--- src/hdl/itra_pkg.sv ---
// ----------------------------------------------------------------------------
// itra_pkg: shared types and constants for integer_to_radix_ascii
// Holds the divider control and status bundles, the character constants and
// the digit glyph lookup used by the sequencer.
// ----------------------------------------------------------------------------
package itra_pkg;

	// Radix limits and fixed digit width (radix <= 16 gives 4-bit digits)
	localparam logic [4:0] RADIX_MIN      = 5'd2;
	localparam logic [4:0] RADIX_MAX      = 5'd16;
	localparam int         DIGIT_W        = 4;
	localparam int         BITS_PER_CYCLE = 4;

	localparam logic [7:0] ASCII_MINUS = 8'h2D;
	localparam logic [7:0] ASCII_NONE  = 8'h00;

	// Sequencer states, one-hot
	typedef enum logic [3:0] {
		ST_IDLE = 4'b0001,
		ST_DIV  = 4'b0010,
		ST_SIGN = 4'b0100,
		ST_EMIT = 4'b1000
	} seq_state_t;

	// Divider control: load a new dividend, or divide the last quotient again
	typedef struct packed {
		logic load;
		logic again;
	} div_ctl_t;

	// Divider status: done pulses for one cycle, digit and q_zero valid then
	typedef struct packed {
		logic               done;
		logic               q_zero;
		logic [DIGIT_W-1:0] digit;
	} div_stat_t;

	// Digit value to upper-case ASCII glyph
	function automatic logic [7:0] digit_glyph(input logic [DIGIT_W-1:0] d);
		logic [7:0] g;
		unique case (d)
			4'd0:  g = 8'h30;
			4'd1:  g = 8'h31;
			4'd2:  g = 8'h32;
			4'd3:  g = 8'h33;
			4'd4:  g = 8'h34;
			4'd5:  g = 8'h35;
			4'd6:  g = 8'h36;
			4'd7:  g = 8'h37;
			4'd8:  g = 8'h38;
			4'd9:  g = 8'h39;
			4'd10: g = 8'h41;
			4'd11: g = 8'h42;
			4'd12: g = 8'h43;
			4'd13: g = 8'h44;
			4'd14: g = 8'h45;
			4'd15: g = 8'h46;
			default: g = 8'h30;
		endcase
		return g;
	endfunction

endpackage

--- src/hdl/itra_div.sv ---
// ----------------------------------------------------------------------------
// itra_div: iterative divider by a small radix
// Restoring division, four quotient bits per cycle. The quotient builds up in
// the dividend register, so a follow-up division of the quotient only needs
// the remainder and the group counter cleared.
// ----------------------------------------------------------------------------
module itra_div #(
	parameter int W = 32
) (
	input  logic                clk,
	input  logic                arst_n,
	input  itra_pkg::div_ctl_t  ctl,
	input  logic [W-1:0]        dividend,
	input  logic [4:0]          divisor,
	output itra_pkg::div_stat_t stat
);

	localparam int STEP   = itra_pkg::BITS_PER_CYCLE;
	localparam int PAD_W  = ((W + STEP - 1) / STEP) * STEP;
	localparam int GROUPS = PAD_W / STEP;
	localparam int CNT_W  = $clog2(GROUPS + 1);

	logic [PAD_W-1:0]                 acc_q;
	logic [itra_pkg::DIGIT_W-1:0]     rem_q;
	logic [4:0]                       divisor_q;
	logic [CNT_W-1:0]                 cnt_q;
	logic                             run_q;
	logic                             done_q;

	logic [PAD_W-1:0]                 acc_v;
	logic [itra_pkg::DIGIT_W-1:0]     rem_v;
	logic [4:0]                       trial_v;

	// Four restoring steps; remainder stays below the divisor (<= 16)
	always_comb begin
		acc_v   = acc_q;
		rem_v   = rem_q;
		trial_v = '0;
		for (int k = 0; k < STEP; k++) begin
			trial_v = {rem_v, acc_v[PAD_W-1]};
			acc_v   = {acc_v[PAD_W-2:0], 1'b0};
			if (trial_v >= divisor_q) begin
				trial_v  = trial_v - divisor_q;
				acc_v[0] = 1'b1;
			end
			rem_v = trial_v[itra_pkg::DIGIT_W-1:0];
		end
	end

	// Control: run flag, group counter, done pulse
	always_ff @(posedge clk or negedge arst_n) begin
		if (!arst_n) begin
			run_q  <= 1'b0;
			cnt_q  <= '0;
			done_q <= 1'b0;
		end else begin
			done_q <= 1'b0;
			if (ctl.load || ctl.again) begin
				run_q <= 1'b1;
				cnt_q <= '0;
			end else if (run_q) begin
				cnt_q <= cnt_q + 1'b1;
				if (cnt_q == CNT_W'(GROUPS - 1)) begin
					run_q  <= 1'b0;
					done_q <= 1'b1;
				end
			end
		end
	end

	// Datapath: dividend/quotient, remainder, divisor
	always_ff @(posedge clk) begin
		if (ctl.load) begin
			acc_q     <= PAD_W'(dividend);
			rem_q     <= '0;
			divisor_q <= divisor;
		end else if (ctl.again) begin
			rem_q <= '0;
		end else if (run_q) begin
			acc_q <= acc_v;
			rem_q <= rem_v;
		end
	end

	assign stat.done   = done_q;
	assign stat.q_zero = (acc_q == '0);
	assign stat.digit  = rem_q;

endmodule

--- src/hdl/itra_stack.sv ---
// ----------------------------------------------------------------------------
// itra_stack: digit store
// Digits are written least significant first and read back in reverse.
// One write port, one registered read port.
// ----------------------------------------------------------------------------
module itra_stack #(
	parameter int DEPTH = 32,
	parameter int IDX_W = 5
) (
	input  logic                          clk,
	input  logic                          we,
	input  logic [IDX_W-1:0]              waddr,
	input  logic [itra_pkg::DIGIT_W-1:0]  wdata,
	input  logic [IDX_W-1:0]              raddr,
	output logic [itra_pkg::DIGIT_W-1:0]  rdata
);

	logic [itra_pkg::DIGIT_W-1:0] mem [DEPTH];

	always_ff @(posedge clk) begin
		if (we) begin
			mem[waddr] <= wdata;
		end
	end

	always_ff @(posedge clk) begin
		rdata <= mem[raddr];
	end

endmodule

--- src/hdl/integer_to_radix_ascii.sv ---
// ----------------------------------------------------------------------------
// integer_to_radix_ascii: signed integer to ASCII text in radix 2..16
// Emits '-' for negative values, then the digits of the magnitude, most
// significant first, one character per beat; last marks the final one.
//
//   channel  | handshake         | payload
//   ---------+-------------------+------------------------------------------
//   command  | start / busy      | value[VALUE_WIDTH-1:0] (signed), radix[4:0]
//   result   | strobe            | out_char[7:0], last, bad_radix
//
// A bad radix gives its single beat in the cycle after start, and the block
// stays free. Otherwise each digit takes one pass of the shared divider
// (four quotient bits a cycle) and is pushed on the stack; then come the
// sign slot and the characters. busy is high from the cycle after start
// up to the cycle before the last beat, so a new command can be taken
// during that last beat.
// Reset is asynchronous, active low, and returns the sequencer to idle.
// Result beats last one cycle each; the receiver cannot stall them.
// ----------------------------------------------------------------------------
module integer_to_radix_ascii #(
	parameter int VALUE_WIDTH = 32
) (
	input  logic                          clk,
	input  logic                          arst_n,
	input  logic                          start,
	output logic                          busy,
	input  logic signed [VALUE_WIDTH-1:0] value,
	input  logic [4:0]                    radix,
	output logic                          strobe,
	output logic [7:0]                    out_char,
	output logic                          last,
	output logic                          bad_radix
);

	localparam int IDX_W = $clog2(VALUE_WIDTH);
	localparam int CNT_W = $clog2(VALUE_WIDTH + 1);

	itra_pkg::seq_state_t state_q, state_d;
	logic [CNT_W-1:0]     cnt_q, cnt_d;
	logic [IDX_W-1:0]     rd_idx_q, rd_idx_d;
	logic [IDX_W-1:0]     rd_addr;
	logic                 neg_q, neg_d;

	itra_pkg::div_ctl_t   div_ctl;
	itra_pkg::div_stat_t  div_stat;
	logic                 push;
	logic [itra_pkg::DIGIT_W-1:0] rd_digit;

	logic [VALUE_WIDTH-1:0] value_u;
	logic [VALUE_WIDTH-1:0] mag;
	logic                   radix_bad;

	logic       o_strobe, o_last, o_bad;
	logic [7:0] o_char;

	// Magnitude of the two's complement input, held unsigned
	assign value_u   = value;
	assign mag       = value_u[VALUE_WIDTH-1] ? (~value_u + 1'b1) : value_u;
	assign radix_bad = (radix < itra_pkg::RADIX_MIN) || (radix > itra_pkg::RADIX_MAX);

	itra_div #(
		.W (VALUE_WIDTH)
	) u_div (
		.clk      (clk),
		.arst_n   (arst_n),
		.ctl      (div_ctl),
		.dividend (mag),
		.divisor  (radix),
		.stat     (div_stat)
	);

	itra_stack #(
		.DEPTH (VALUE_WIDTH),
		.IDX_W (IDX_W)
	) u_stack (
		.clk   (clk),
		.we    (push),
		.waddr (cnt_q[IDX_W-1:0]),
		.wdata (div_stat.digit),
		.raddr (rd_addr),
		.rdata (rd_digit)
	);

	// Sequencer
	always_comb begin
		state_d  = state_q;
		cnt_d    = cnt_q;
		rd_idx_d = rd_idx_q;
		rd_addr  = rd_idx_q;
		neg_d    = neg_q;
		div_ctl  = '0;
		push     = 1'b0;
		o_strobe = 1'b0;
		o_char   = itra_pkg::ASCII_NONE;
		o_last   = 1'b0;
		o_bad    = 1'b0;
		unique case (state_q)
			itra_pkg::ST_IDLE: begin
				if (start) begin
					if (radix_bad) begin
						o_strobe = 1'b1;
						o_last   = 1'b1;
						o_bad    = 1'b1;
					end else begin
						div_ctl.load = 1'b1;
						cnt_d        = '0;
						neg_d        = value_u[VALUE_WIDTH-1];
						state_d      = itra_pkg::ST_DIV;
					end
				end
			end
			itra_pkg::ST_DIV: begin
				if (div_stat.done) begin
					push  = 1'b1;
					cnt_d = cnt_q + 1'b1;
					if (div_stat.q_zero) begin
						state_d = itra_pkg::ST_SIGN;
					end else begin
						div_ctl.again = 1'b1;
					end
				end
			end
			itra_pkg::ST_SIGN: begin
				// Sign slot; also fetch the most significant digit
				o_strobe = neg_q;
				o_char   = neg_q ? itra_pkg::ASCII_MINUS : itra_pkg::ASCII_NONE;
				rd_addr  = IDX_W'(cnt_q - 1'b1);
				rd_idx_d = IDX_W'(cnt_q - 1'b1);
				state_d  = itra_pkg::ST_EMIT;
			end
			itra_pkg::ST_EMIT: begin
				o_strobe = 1'b1;
				o_char   = itra_pkg::digit_glyph(rd_digit);
				o_last   = (rd_idx_q == '0);
				if (rd_idx_q == '0) begin
					state_d = itra_pkg::ST_IDLE;
				end else begin
					rd_addr  = rd_idx_q - 1'b1;
					rd_idx_d = rd_idx_q - 1'b1;
				end
			end
			default: begin
				state_d = itra_pkg::ST_IDLE;
			end
		endcase
	end

	// Control registers
	always_ff @(posedge clk or negedge arst_n) begin
		if (!arst_n) begin
			state_q <= itra_pkg::ST_IDLE;
			strobe  <= 1'b0;
		end else begin
			state_q <= state_d;
			strobe  <= o_strobe;
		end
	end

	// Payload registers
	always_ff @(posedge clk) begin
		cnt_q     <= cnt_d;
		rd_idx_q  <= rd_idx_d;
		neg_q     <= neg_d;
		out_char  <= o_char;
		last      <= o_last;
		bad_radix <= o_bad;
	end

	assign busy = (state_q != itra_pkg::ST_IDLE);

	// Assertions
	a_bad_beat: assert property (@(posedge clk) disable iff (!arst_n)
		strobe && bad_radix |-> last && (out_char == itra_pkg::ASCII_NONE))
		else $error("bad radix beat malformed");

	a_final_digit: assert property (@(posedge clk) disable iff (!arst_n)
		(state_q == itra_pkg::ST_EMIT) && (rd_idx_q == '0) |=> strobe && last && !busy)
		else $error("final digit not marked last");

	a_good_start: assert property (@(posedge clk) disable iff (!arst_n)
		start && !busy && !radix_bad |=> busy && !strobe)
		else $error("valid command not taken");

	a_div_owner: assert property (@(posedge clk) disable iff (!arst_n)
		div_stat.done |-> (state_q == itra_pkg::ST_DIV))
		else $error("divider result outside divide phase");

endmodule
--- config.mk ---
export PLATFORM = sky130hd
export DESIGN_NAME = integer_to_radix_ascii
export DESIGN_NICKNAME = d
export VERILOG_FILES = /design/src/hdl/itra_pkg.sv /design/src/hdl/itra_div.sv /design/src/hdl/itra_stack.sv /design/src/hdl/integer_to_radix_ascii.sv
export SDC_FILE = /design/constraint.sdc
export NUM_CORES = 1
export LEC_CHECK = 0
export BUFFER_PORTS_ARGS = -buffer_cell sky130_fd_sc_hd__buf_2
export CAP_MARGIN = 10
export CORE_MARGIN = 5
export CORE_UTILIZATION = 25
export DETAILED_ROUTE_END_ITERATION = 16
export PLACE_DENSITY = 0.46
export SLEW_MARGIN = 20
export SYNTH_ARGS = -nofsm -noshare
export SYNTH_HDL_FRONTEND = slang
export SYNTH_HIERARCHICAL = 1
export SYNTH_SLANG_ARGS = --single-unit
--- constraint.sdc ---
create_clock -name clk -period 5.4 [get_ports clk]
set_input_delay 1.08 -clock clk [delete_from_list [all_inputs] [get_ports clk]]
set_output_delay 1.08 -clock clk [all_outputs]
set_load 0.05 [all_outputs]
# Word level (Yosys, flattened, before mapping)
# Memories as Yosys holds them, arrays and structs flattened. A register that Yosys moved wholly into a read port is not among the register bits.
# Cells that the tools add are included.
[totals] ff_bits=74 ramBits=128 romBits=112 inputBits=40 out_inout_bits=12 word_cells=105 n_memories=2
[classes] n_addsub=9 magnitude_cmp=6 n_eq_ne=12 mux=48 bitwise_logic=2 n_reduce_logical=12
[mem_list] memory="u_stack.mem" depth=32 width=4 read_ports=1 rd_ports_with_merged_regs=1 write_ports=1 line_no="itra_stack.sv:18" rtl="logic [itra_pkg::DIGIT_W-1:0] mem [DEPTH];"
[mem_list] memory="(name not given)" depth=16 width=7 read_ports=1 rd_ports_with_merged_regs=0 write_ports=0 line_no="itra_pkg.sv:41" rtl="unique case (d)"
[ops] operator="$mux W32" n=4
[ops] operator="$mux W4" n=11
[ops] operator="$add A32 B1 Y32 const B" n=1
[ops] operator="$logic_not A32 Y1" n=1
[ops] operator="$not A32 Y32" n=1
[ops] operator="$mux W6" n=4
[ops] operator="$mux W1" n=22
[ops] operator="$ge A5 B5 Y1" n=4
[ops] operator="$pmux W4 S4" n=1
[ops] operator="$pmux W8 S2" n=1
[ops] operator="$sub A4 B4 Y4" n=4
[ops] operator="$pmux W6 S2" n=1
[ops] operator="$pmux W5 S2" n=1
[ops] operator="$sub A5 B1 Y5 const B" n=2
[ops] operator="$eq A4 B3 Y1 const B" n=2
[ops] operator="$ne A2 B2 Y1 const B" n=4
[ops] operator="$add A6 B1 Y6 const B" n=1
[ops] operator="$reduce_bool A2 Y1" n=3
[ops] operator="$gt A5 B5 Y1 const B" n=1
[ops] operator="$logic_not A5 Y1" n=1
[ops] operator="$lt A5 B2 Y1 const B" n=1
[ops] operator="$mux W5" n=1
[ops] operator="$reduce_and A5 Y1" n=1
[ops] operator="$add A4 B1 Y4 const B" n=1
[ops] operator="other kinds (13)" n=15

# Depth between registers and ports, before layout
[logic_depth] word_depth=11 mapped_depth=26 depth_no_buf=26

# Hierarchy
# The synthesis kept the hierarchy.
[modules_own_cells] module="itra_stack" n_inst=1 cells_per_inst=231 area_per_inst_um2=5138.7 seq_area_each_um2=3923.8
[modules_own_cells] module="itra_div" n_inst=1 cells_per_inst=240 area_per_inst_um2=2867.8 seq_area_each_um2=1341.3
[modules_own_cells] module="integer_to_radix_ascii" n_inst=1 cells_per_inst=232 area_per_inst_um2=1984.4 seq_area_each_um2=586.8

# Worst setup path before layout
# Ideal clock, no wire load.
[synth_timing] path_kind="register to register" start="register u_div/rem_q[1] in the netlist's numbering" end="register u_div.acc_q[0] (data pin)" setup_ps=260 arrival_time_ps=5065 t_required_ps=5140 path_slack_ps=75 stages_incl_launch_ff=23 path_buffers=0 synth_period_minus_slack_ps=5325 path_cell_list="dfxtp_1 > ha_1 > a21o_1 > a31oi_1 > o21ai_2 > mux2_4 > ha_1 > a21oi_1 > o21ai_1 > a2111o_1 > o211ai_1 > inv_1 > ha_1 > nand2_1 > o21ai_0 > a31oi_2 > nand2b_1 > o21ai_0 > ha_1 > a21o_1 > a31oi_1 > o21ai_1 > mux2_2"
[synth_via] elab_chain_len=11 word_cells_on_any_way=14 cone_classes="3 x add/sub; 4 x order compare; 7 x mux"
[synth_lines] item="start, declared" line_no="itra_div.sv:24" rtl="logic [itra_pkg::DIGIT_W-1:0] rem_q;"
[synth_lines] item="start signal, assigned" line_no="itra_div.sv:81" rtl="rem_q <= rem_v;"
[synth_lines] item="$sub A4 B4 Y4 or $ge A5 B5 Y1 (tied branches)" line_no="itra_div.sv:43, itra_div.sv:42"
[synth_lines] item="$mux W4 *" line_no="itra_div.sv:42" rtl="if (trial_v >= divisor_q) begin"
[synth_lines] item="$sub A4 B4 Y4 or $ge A5 B5 Y1 (tied branches)" line_no="itra_div.sv:43, itra_div.sv:42"
[synth_lines] item="$mux W4 *" line_no="itra_div.sv:42"
[synth_lines] item="$ge A5 B5 Y1 or $sub A4 B4 Y4 (tied branches)" line_no="itra_div.sv:42, itra_div.sv:43"
[synth_lines] item="$mux W4 *" line_no="itra_div.sv:42"
[synth_lines] item="$ge A5 B5 Y1 *" line_no="itra_div.sv:42"
[synth_lines] item="$mux W1 *" line_no="itra_div.sv:42"
[synth_lines] item="$mux W32 *" line_no="itra_div.sv:79" rtl="end else if (run_q) begin"
[synth_lines] item="$mux W32 *" line_no="itra_div.sv:77" rtl="end else if (ctl.again) begin"
[synth_lines] item="$mux W32 *" line_no="itra_div.sv:73" rtl="if (ctl.load) begin"
[synth_lines] item="end signal, assigned" line_no="itra_div.sv:74" rtl="acc_q <= PAD_W'(dividend);"
[synth_lines] item="end signal, assigned" line_no="itra_div.sv:80" rtl="acc_q <= acc_v;"
[synth_lines] item="end, declared" line_no="itra_div.sv:23" rtl="logic [PAD_W-1:0] acc_q;"
# Mark *: on every way between the ends. The rest lies on a longest branch, timed or not. The select of a mux whose other input is x is not followed.
# A chain may end at the register's enable or synchronous reset.

# Worst setup path after layout
[layout_timing] start="register u_div.acc_q[31]" end="register u_div.acc_q[0] (data pin)"
[layout_via] elab_chain_len=11 word_cells_on_any_way=14 cone_classes="3 x add/sub; 4 x order compare; 7 x mux"
[layout_lines] item="$sub A4 B4 Y4 or $ge A5 B5 Y1 (tied branches)" line_no="itra_div.sv:43, itra_div.sv:42"
[layout_lines] item="$mux W4 *" line_no="itra_div.sv:42"
[layout_lines] item="$sub A4 B4 Y4 or $ge A5 B5 Y1 (tied branches)" line_no="itra_div.sv:43, itra_div.sv:42"
[layout_lines] item="$mux W4 *" line_no="itra_div.sv:42"
[layout_lines] item="$sub A4 B4 Y4 or $ge A5 B5 Y1 (tied branches)" line_no="itra_div.sv:43, itra_div.sv:42"
[layout_lines] item="$mux W4 *" line_no="itra_div.sv:42"
[layout_lines] item="$ge A5 B5 Y1 *" line_no="itra_div.sv:42"
[layout_lines] item="$mux W1 *" line_no="itra_div.sv:42"
[layout_lines] item="$mux W32 *" line_no="itra_div.sv:79"
[layout_lines] item="$mux W32 *" line_no="itra_div.sv:77"
[layout_lines] item="$mux W32 *" line_no="itra_div.sv:73"
# Marked as above.

==> results.sh <==
export IMPL_finalClockSkew_ns=0.0203
export IMPL_grt_start_max_net_pins=35
export IMPL_cp_end_kind="register"
export IMPL_die_w_um=210
export IMPL_cts_sinks=204
export IMPL_synth_seq_cells=204
export IMPL_yosysUniqueCellTypes=65
export IMPL_postCtsHoldBufs=0
export IMPL_cap_violations=0
export IMPL_synth_top_cell_area_share=0.514
export IMPL_diodes=0
export IMPL_postSynthCellCount=703
export IMPL_core_area_um2=39600
export IMPL_max_stage_delay_ns=0.38
export IMPL_remaining_drc_errors=0
export IMPL_max_vdd_ir_drop_v=0.000396
export IMPL_antenna_found_initial=0
export IMPL_ys_seq_area_frac=0.586
export IMPL_finalCritPeriodShare=0.947
export IMPL_syn_num_nets=774
export IMPL_dp_hpwl_mm=16.2
export IMPL_row_count=73
export IMPL_crit_top_cell="ha_1"
export IMPL_cts_buffers=24
export IMPL_top_usage_layer="met2"
export IMPL_hold_violations=0
export IMPL_critPathLaunchType="register"
export IMPL_post_route_min_period_ns=5.11
export IMPL_wire_per_inst_um=17.4
export IMPL_io_pins=52
export IMPL_drtAntennaViolNets=0
export IMPL_die_area_um2=44100
export IMPL_p_leak_nw=4.12
export IMPL_ys_flop_type="edfxtp_1"
export IMPL_hold_class="in -> async"
export IMPL_worst_pin_slew_ns=0.850
export IMPL_drtIter0Drc=243
export IMPL_grtUsageMet3=0.0181
export IMPL_drive_above_1_share=0.278
export IMPL_gp_congestion=0.739
export IMPL_tns_ns=0
export IMPL_clk_pin_slew_ns=0.06
export IMPL_via_count=5933
export IMPL_met1_usage=0.143
export IMPL_die_h_um=210
export IMPL_syn_to_final_growth_pct=19.2
export IMPL_htree_num_levels=1
export IMPL_cp_arrival_ns=5.37
export IMPL_cts_tree="done"
export IMPL_start_util=0.252
export IMPL_overflow=0
export IMPL_finalNetCount=852
export IMPL_first_global_vias=6228
export IMPL_clkLatencyLatePin_ns=0.52
export IMPL_synthArstFlopShare=0.0539
export IMPL_rsz0062_at_grt="no"
export IMPL_met2_usage=0.169
export IMPL_path_class="reg -> reg"
export IMPL_outcome="finished, final reports clean"
export IMPL_netlist_top_cells_area="edfxtp_1 (51%), mux4_2 (9.0%), mux2_2 (4.6%)"
export IMPL_port_buffers=50
export IMPL_synth_top_area_cell="edfxtp_1"
export IMPL_worstPathCellList="inv_1 > ha_1 > nand2b_1 > a31oi_1 > o21ai_2 > mux2_4 > ha_4 > nand2_1 > o21ai_2 > a21bo_2 > mux2_2 > ha_1 > a21o_1 > a31oi_4 > buf_4 > mux2_4 > ha_1 > a21oi_1 > o21ai_1 > buf_4 > mux2_2"
export IMPL_grt_total_usage=0.102
export IMPL_required_ns=5.66
export IMPL_drt_total_wl_mm=23.1
export IMPL_syn_area_um2=9990
export IMPL_vias_per_cell=4.48
export IMPL_finalSetupViolations=0
export IMPL_avgSynthCellArea_um2=14.2
export IMPL_ctsLongestPathBuffers=3
export IMPL_yosys_warnings=6
export IMPL_synth_edf_count=171
export IMPL_cts_root_buf="clkbuf_16"
export IMPL_drtPass1Iterations=4
export IMPL_power_mw=8.09
export IMPL_grt_first_pass_wirelength_mm=35.8
export IMPL_relSlewSlack=0.429
export IMPL_holdWs_ns=0.430
export IMPL_worstPathMaxFanout=9
export IMPL_power_density_nw_per_um2=679
export IMPL_fmax_mhz=196
export IMPL_slew_viol_final=0
export IMPL_slowest_stage="edfxtp_1"
## state kept, by name, summed over array words and instances, names as in the netlist, 5 cells and up
register         cells
cnt_q                5
u_stack/mem        128
u_div/acc_q         32
u_div/divisor_q      5
out_char             7
rd_idx_q             5
## routing by layer
layer	vias to the layer above	share of wire
li1	2843	-
met1	2976	0.47
met2	92	0.48
met3	22	0.040
met4	0	0.012
met5	-	0
## cells by family (layout without fill, tap and decap cells)
logic type / count (synthesis) / after routing / synth area share
XOR/XNOR: 46 / 46 / 0.0403
buffers and inverters: 59 / 155 / 0.0254
AO/OA/AOI/OAI: 84 / 84 / 0.0586
AND/OR/NAND/NOR: 188 / 188 / 0.101
multiplexers: 90 / 90 / 0.147
adder cells (fa/ha/maj): 31 / 31 / 0.0418
flip-flops: 204 / 204 / 0.586
other: 1 / 1 / 0.000375
## layout make-up
class,count,area [um^2]
Fill cell,4029,27700
Multi-Input combinational cell,440,3960
Sequential cell,204,5850
Inverter,33,124
Timing Repair Buffer,78,460
Clock inverter,13,230
Clock buffer,31,627
Tap cell,525,657
## what timing repair did
item / CTS / global route
buffers inserted: 0 / 7
resized for setup: 0 / 7
endpoints found under the setup margin: 0 / 5
## power by group
| group | switching, mW | internal [mW] | total [mW] |
|---|---|---|---|
| clock | 0.643 | 1.11 | 1.75 |
| combinational | 1.97 | 1.90 | 3.88 |
| sequential | 0.244 | 2.22 | 2.47 |
## worst paths after layout
| path | start | end | slack, ns | depth (start not counted) |
|---|---|---|---|---|
| min | arst_n | strobe$_DFF_PN0_ | 0.43 | 1 |
| min reg2reg | u_stack/rdata[3]$_DFF_P_ | out_char[3]$_DFF_P_ | 0.54 | 2 |
| max reg2reg | u_div/acc_q[31]$_DFFE_PP_ | u_div/acc_q[0]$_DFFE_PP_ | 0.29 | 21 |
| min in group clk | u_stack/rdata[3]$_DFF_P_ | out_char[3]$_DFF_P_ | 0.54 | 2 |
| max | u_div/acc_q[31]$_DFFE_PP_ | u_div/acc_q[0]$_DFFE_PP_ | 0.29 | 21 |
| max in group asynchronous | arst_n | state_q[0]$_DFFE_PN1P_ | 4.70 | 1 |
## synthesized netlist by cell type, drive strengths merged (2+ instances only)
cell      n
a21o      9
a21oi    14
a31oi     5
buf      12
clkbuf   14
dfrtp    10
dfxtp    22
edfxtp  171
fa        4
ha       27
inv      33
mux2     44
mux2i     6
mux4     40
nand2    37
nand2b   11
nand3    13
nand3b    8
nand4     5
nor2     62
nor2b     4
nor3      8
nor3b     3
nor4     15
nor4b     3
o211ai    3
o21a      4
o21ai    21
o221ai    3
o31ai    10
o41ai     7
or2       2
or3       5
or3b      4
or4       3
or4b      3
xnor2    40
xor2      6
## metrics by stage
| step | utilization | setup slack, ns | instance area (um^2) | std cells |
|---|---|---|---|---|
| 4_1_cts | 0.298 | 0.0119 | 11800 | 1317 |
| 3_5_place_dp | 0.277 | 0.0390 | 11000 | 1273 |
| 5_1_grt | 0.301 | 0.00974 | 11900 | 1324 |
| 2_1_floorplan | - | 0.0754 | 9990 | 703 |
| 6_report | 0.301 | 0.286 | 11900 | 1324 |
| 3_3_place_gp | 0.277 | 0.121 | 11000 | 1273 |
## worst max-delay path: cells and delay by family, from the launching register on
| family | cells | cell delay (ns) |
|---|---|---|
| AO/OA/AOI/OAI | 8 | 1.44 |
| adder cells (fa/ha/maj) | 4 | 1.15 |
| buffers and inverters | 3 | 0.44 |
| flip-flops | 1 | 0.38 |
| multiplexers | 4 | 1.23 |
| AND/OR/NAND/NOR | 2 | 0.20 |
## placed cells by master, fill, tap and decap left out, types with 10 or more instances in the layout
cell,n
a21oi_1,13
buf_2,50
buf_4,28
clkbuf_16,24
dfrtp_1,10
dfxtp_1,22
edfxtp_1,171
ha_1,26
inv_1,33
mux2_2,40
mux4_2,40
nand2_1,37
nand2b_1,11
nand3_1,13
nor2_1,61
nor4_1,12
xnor2_1,40
Note: power is estimated with default switching activity, not from simulation.
